<file path="config.mk">
export PLATFORM = sky130hd
export DESIGN_NAME = tos_cell
export DESIGN_NICKNAME = d
export VERILOG_FILES = /design/src/sv/tos_pkg.sv /design/src/sv/tos_cell.sv
export SDC_FILE = /design/constraint.sdc
export NUM_CORES = 1
export LEC_CHECK = 0
export ABC_CLOCK_PERIOD_IN_PS = 11000
export BUFFER_PORTS_ARGS = -buffer_cell sky130_fd_sc_hd__buf_2
export CAP_MARGIN = 20
export CORE_MARGIN = 8
export CORE_UTILIZATION = 45
export CTS_CLUSTER_SIZE = 30
export DETAILED_ROUTE_END_ITERATION = 10
export PLACE_DENSITY = 0.88
export RECOVER_POWER = 50
export SLEW_MARGIN = 25
export SYNTH_ARGS = -nofsm -noshare
export SYNTH_HDL_FRONTEND = slang
export SYNTH_SLANG_ARGS = --single-unit
</file>
<file path="constraint.sdc">
create_clock -name clk -period 11 [get_ports clk]
set_input_delay 2.2 -clock clk [delete_from_list [all_inputs] [get_ports clk]]
set_output_delay 2.2 -clock clk [all_outputs]
set_load 0.05 [all_outputs]
</file>
<file path="src/sv/tos_pkg.sv">
// Shared types and constants for the timestamp ordered event sorter.
// No dependencies; used by the cell, the top level and the checker.
package tos_pkg;

    localparam int CAPACITY = 64;
    localparam int IDX_W    = $clog2(CAPACITY + 1);
    localparam int STAMP_W  = 64;
    localparam int EVENT_W  = 31;

    typedef enum logic [1:0] {
        OP_INSERT     = 2'd0,
        OP_READ_FIRST = 2'd1,
        OP_READ_NEXT  = 2'd2,
        OP_CLEAR      = 2'd3
    } op_t;

    typedef struct packed {
        logic insert;
        logic below_fill;
        logic at_fill;
        logic read_sel;
    } cell_ctrl_t;

endpackage

</file>
<file path="src/sv/tos_cell.sv">
// One storage cell of the sorted chain: holds one (stamp, event) pair.
// Depends on tos_pkg; instantiated in a row by the top level.
module tos_cell
(
    input  logic                          clk,
    input  tos_pkg::cell_ctrl_t           ctrl,
    input  logic [tos_pkg::STAMP_W-1:0]   new_stamp,
    input  logic [tos_pkg::EVENT_W-1:0]   new_event,
    input  logic [tos_pkg::STAMP_W-1:0]   prev_stamp,
    input  logic [tos_pkg::EVENT_W-1:0]   prev_event,
    input  logic                          prev_gt,
    output logic [tos_pkg::STAMP_W-1:0]   stamp,
    output logic [tos_pkg::EVENT_W-1:0]   event_num,
    output logic                          gt,
    output logic [tos_pkg::EVENT_W-1:0]   rd_data
);

    logic [tos_pkg::STAMP_W-1:0] stamp_reg;
    logic [tos_pkg::STAMP_W-1:0] stamp_next;
    logic [tos_pkg::EVENT_W-1:0] event_reg;
    logic [tos_pkg::EVENT_W-1:0] event_next;

    assign gt        = ctrl.below_fill && (stamp_reg > new_stamp);
    assign stamp     = stamp_reg;
    assign event_num = event_reg;
    assign rd_data   = ctrl.read_sel ? event_reg : '0;

    always_comb
    begin
        stamp_next = stamp_reg;
        event_next = event_reg;
        if (ctrl.insert && (ctrl.below_fill || ctrl.at_fill))
        begin
            priority if (prev_gt)
            begin
                stamp_next = prev_stamp;
                event_next = prev_event;
            end
            else if (gt || ctrl.at_fill)
            begin
                stamp_next = new_stamp;
                event_next = new_event;
            end
        end
    end

    always_ff @(posedge clk)
    begin
        stamp_reg <= stamp_next;
        event_reg <= event_next;
    end

endmodule

</file>
==> flow_metrics.env <==
export IMPL_status="finished with violations"
export IMPL_violations="capacitance limit, slew limit"
export IMPL_tritoncts="yes"
export IMPL_netlist_top_cells_count="edfxtp_1 (95), nand2_1 (80), o21ai_0 (70)"
export IMPL_setup_tns_ns=0
export IMPL_drc=0
export IMPL_synth_most_common_cell="edfxtp_1"
export IMPL_routed_wl_um=18600
export IMPL_cts_setup_buffers=0
export IMPL_ir_drop_uv=86.1
export IMPL_synthesis_nets=800
export IMPL_crit_path_max_fanout=83
export IMPL_cp_start_kind="input port"
export IMPL_largest_reg_flops=64
export IMPL_avgSynthCellArea_um2=10.7
export IMPL_grt_pass1_wl_um=27300
export IMPL_core_um2=12600
export IMPL_cts_resized=0
export IMPL_crit_family="buffers and inverters"
export IMPL_clk_latency_ns=0.34
export IMPL_ant_nets=0
export IMPL_ys_flop_type="edfxtp_1"
export IMPL_root_buffer="clkbuf_16"
export IMPL_syn_inst=540
export IMPL_gp_congestion=0.868
export IMPL_ys_types=33
export IMPL_initial_core_util_pct=45.8
export IMPL_via_per_inst=5.00
export IMPL_area_growth_pct=33.6
export IMPL_cts_hold_buf=0
export IMPL_synth_area_um2=5760
export IMPL_firstDrtPassIters=4
export IMPL_synth_simple_gate_area_share_pct=13.8
export IMPL_cp_slowest_cell="clkbuf_1"
export IMPL_die_x_um=129
export IMPL_slew_violations=162
export IMPL_cp_arrival_ns=7.28
export IMPL_synthTopCellsByArea="edfxtp_1 (50%), ha_1 (14%), mux2_2 (6.3%), o21ai_0 (6.1%), nand2_1 (5.2%)"
export IMPL_die_height_um=129
export IMPL_synth_top_family_by_area="adder cells"
export IMPL_setup_viol=0
export IMPL_rows=41
export IMPL_drive_above_1_share_pct=33.4
export IMPL_p_leak_nw=3.59
export IMPL_synth_top_cell_area_share_pct=49.6
export IMPL_async_flop_share_pct=0
export IMPL_max_stage_delay_ns=2.53
export IMPL_slew_headroom_pct=-130
export IMPL_diodes=0
export IMPL_hpwlAfterDp_um=15300
export IMPL_rsz0062_at_grt="false"
export IMPL_path_class="input port to register"
export IMPL_synth_xor_area_share_pct=0
export IMPL_ys_ff_latch=95
export IMPL_hold_viol=0
export IMPL_worstMarginPinSlew_ns=3.45
export IMPL_yosysTopAreaCell="edfxtp_1"
export IMPL_endpoint_kind="register"
export IMPL_cts_sinks=95
export IMPL_track_usage_pct=21.2
export IMPL_synth_warnings=0
export IMPL_finalCritPeriodShare_pct=66.9
export IMPL_cp_common_cell="clkbuf_1"
export IMPL_drt_iter0_drc=341
export IMPL_grt_overflow_total=0
export IMPL_synthMuxAreaShare_pct=6.26
export IMPL_clockBufferDepth=2
export IMPL_max_freq_mhz=136
export IMPL_synthAdderAreaFrac_pct=13.9
export IMPL_portBuffers=322
export IMPL_min_period_ns=7.36
export IMPL_cts_buffers=9
export IMPL_maxCapViolations=2
export IMPL_cp_num_buf_inv=2
export IMPL_cp_required_ns=10.92
export IMPL_hold_path_class="register to register"
export IMPL_fin_worst_skew_ns=0.00984
export IMPL_wire_per_inst_um=18.0
export IMPL_finalNetCount=1115
export IMPL_grt_max_degree=84
export IMPL_ios=323
export IMPL_path_cells="clkbuf_1, clkbuf_1, o21ai_0"
export IMPL_path_clk_slew_ns=0.06
export IMPL_power_density_nw_per_um2=146
export IMPL_synth_edf_count=95
export IMPL_num_vias=5165
export IMPL_die_area_um2=16700
export IMPL_ys_seq_area_share_pct=49.6
export IMPL_grt_pass1_vias=5322
export IMPL_synth_compound_area_share_pct=10.7
export IMPL_hold_ws_ns=1.70
export IMPL_antenna_found_initial=1
export IMPL_htree_levels=3
tightest hold or removal path, cell delays in order, from the launching register on:
cell and delay (ns):
edfxtp_1 0.36, ha_1 0.16, a21oi_1 0.07, and4_4 0.16, o311ai_4 0.27, buf_4 0.43
stage by stage:
stage               area (um2)  cells  worst slack (ns)  util, %  power (mW)
floorplan                 5760    540              4.14        -       0.712
global placement          7520   1016              4.39     59.8       0.812
detailed placement        7520   1016              4.29     59.8       0.820
CTS                       7810   1032              4.28     62.2        1.14
global route              7690   1032              3.03     61.2        1.17
finish                    7690   1032              3.64     61.2        1.12
logic make-up after synthesis:
logic type | Yosys count
muxes | 32
adders and majority gates | 64
and+or+nand+nor | 153
buffers and inverters | 85
DFF | 95
AOI/OAI and AO/OA | 111
final timing paths:
| path | startpoint | to | slack, ns | cells after the start |
|---|---|---|---|---|
| min | stamp[63]$_DFFE_PP_ | stamp[7]$_DFFE_PP_ | 1.70 | 5 |
| min reg2reg | stamp[63]$_DFFE_PP_ | stamp[7]$_DFFE_PP_ | 1.70 | 5 |
| max | prev_gt | stamp[24]$_DFFE_PP_ | 3.64 | 3 |
| max reg2reg | stamp[30]$_DFFE_PP_ | stamp[16]$_DFFE_PP_ | 7.68 | 8 |
cell type report:
class / instances / area (um2)
Clock buffer: 9 / 225
Clock inverter: 7 / 70.1
Fill cell: 1075 / 4880
Inverter: 64 / 240
Multi-Input combinational cell: 360 / 2570
Sequential cell: 95 / 2850
Tap cell: 172 / 215
Timing Repair Buffer: 325 / 1510
per-layer routing:
layer  routed length [um]  share of wire, %  track usage, %  vias up
met4                  415               2.2            8.64        2
met2                 9540                51            36.4      180
li1                     -                 -               -     2550
met3                 1100               5.9            4.19       31
met5                   13             0.070               0        -
met1                 7510                40            25.6     2402
layout by cell type, fill, tap and decap left out, types with 3 or more instances in the layout:
cell,instances
a21o_1,4
a21oi_1,27
a31oi_1,3
and2_1,31
buf_2,226
clkbuf_1,97
clkbuf_16,9
clkinv_2,3
edfxtp_1,95
ha_1,64
inv_1,64
mux2_2,32
nand2_1,80
nand3_1,10
nand4_1,11
nand4_2,3
nor2_1,5
o21ai_0,70
power breakdown:
part	switching, mW	leakage [nW]	total, mW	internal [mW]
logic	0.249	2.52	0.343	0.0948
registers	0.0197	0.923	0.463	0.443
clock network	0.137	0.146	0.314	0.177
total	0.405	3.59	1.12	0.715
Power figures use the tool's default switching activity.
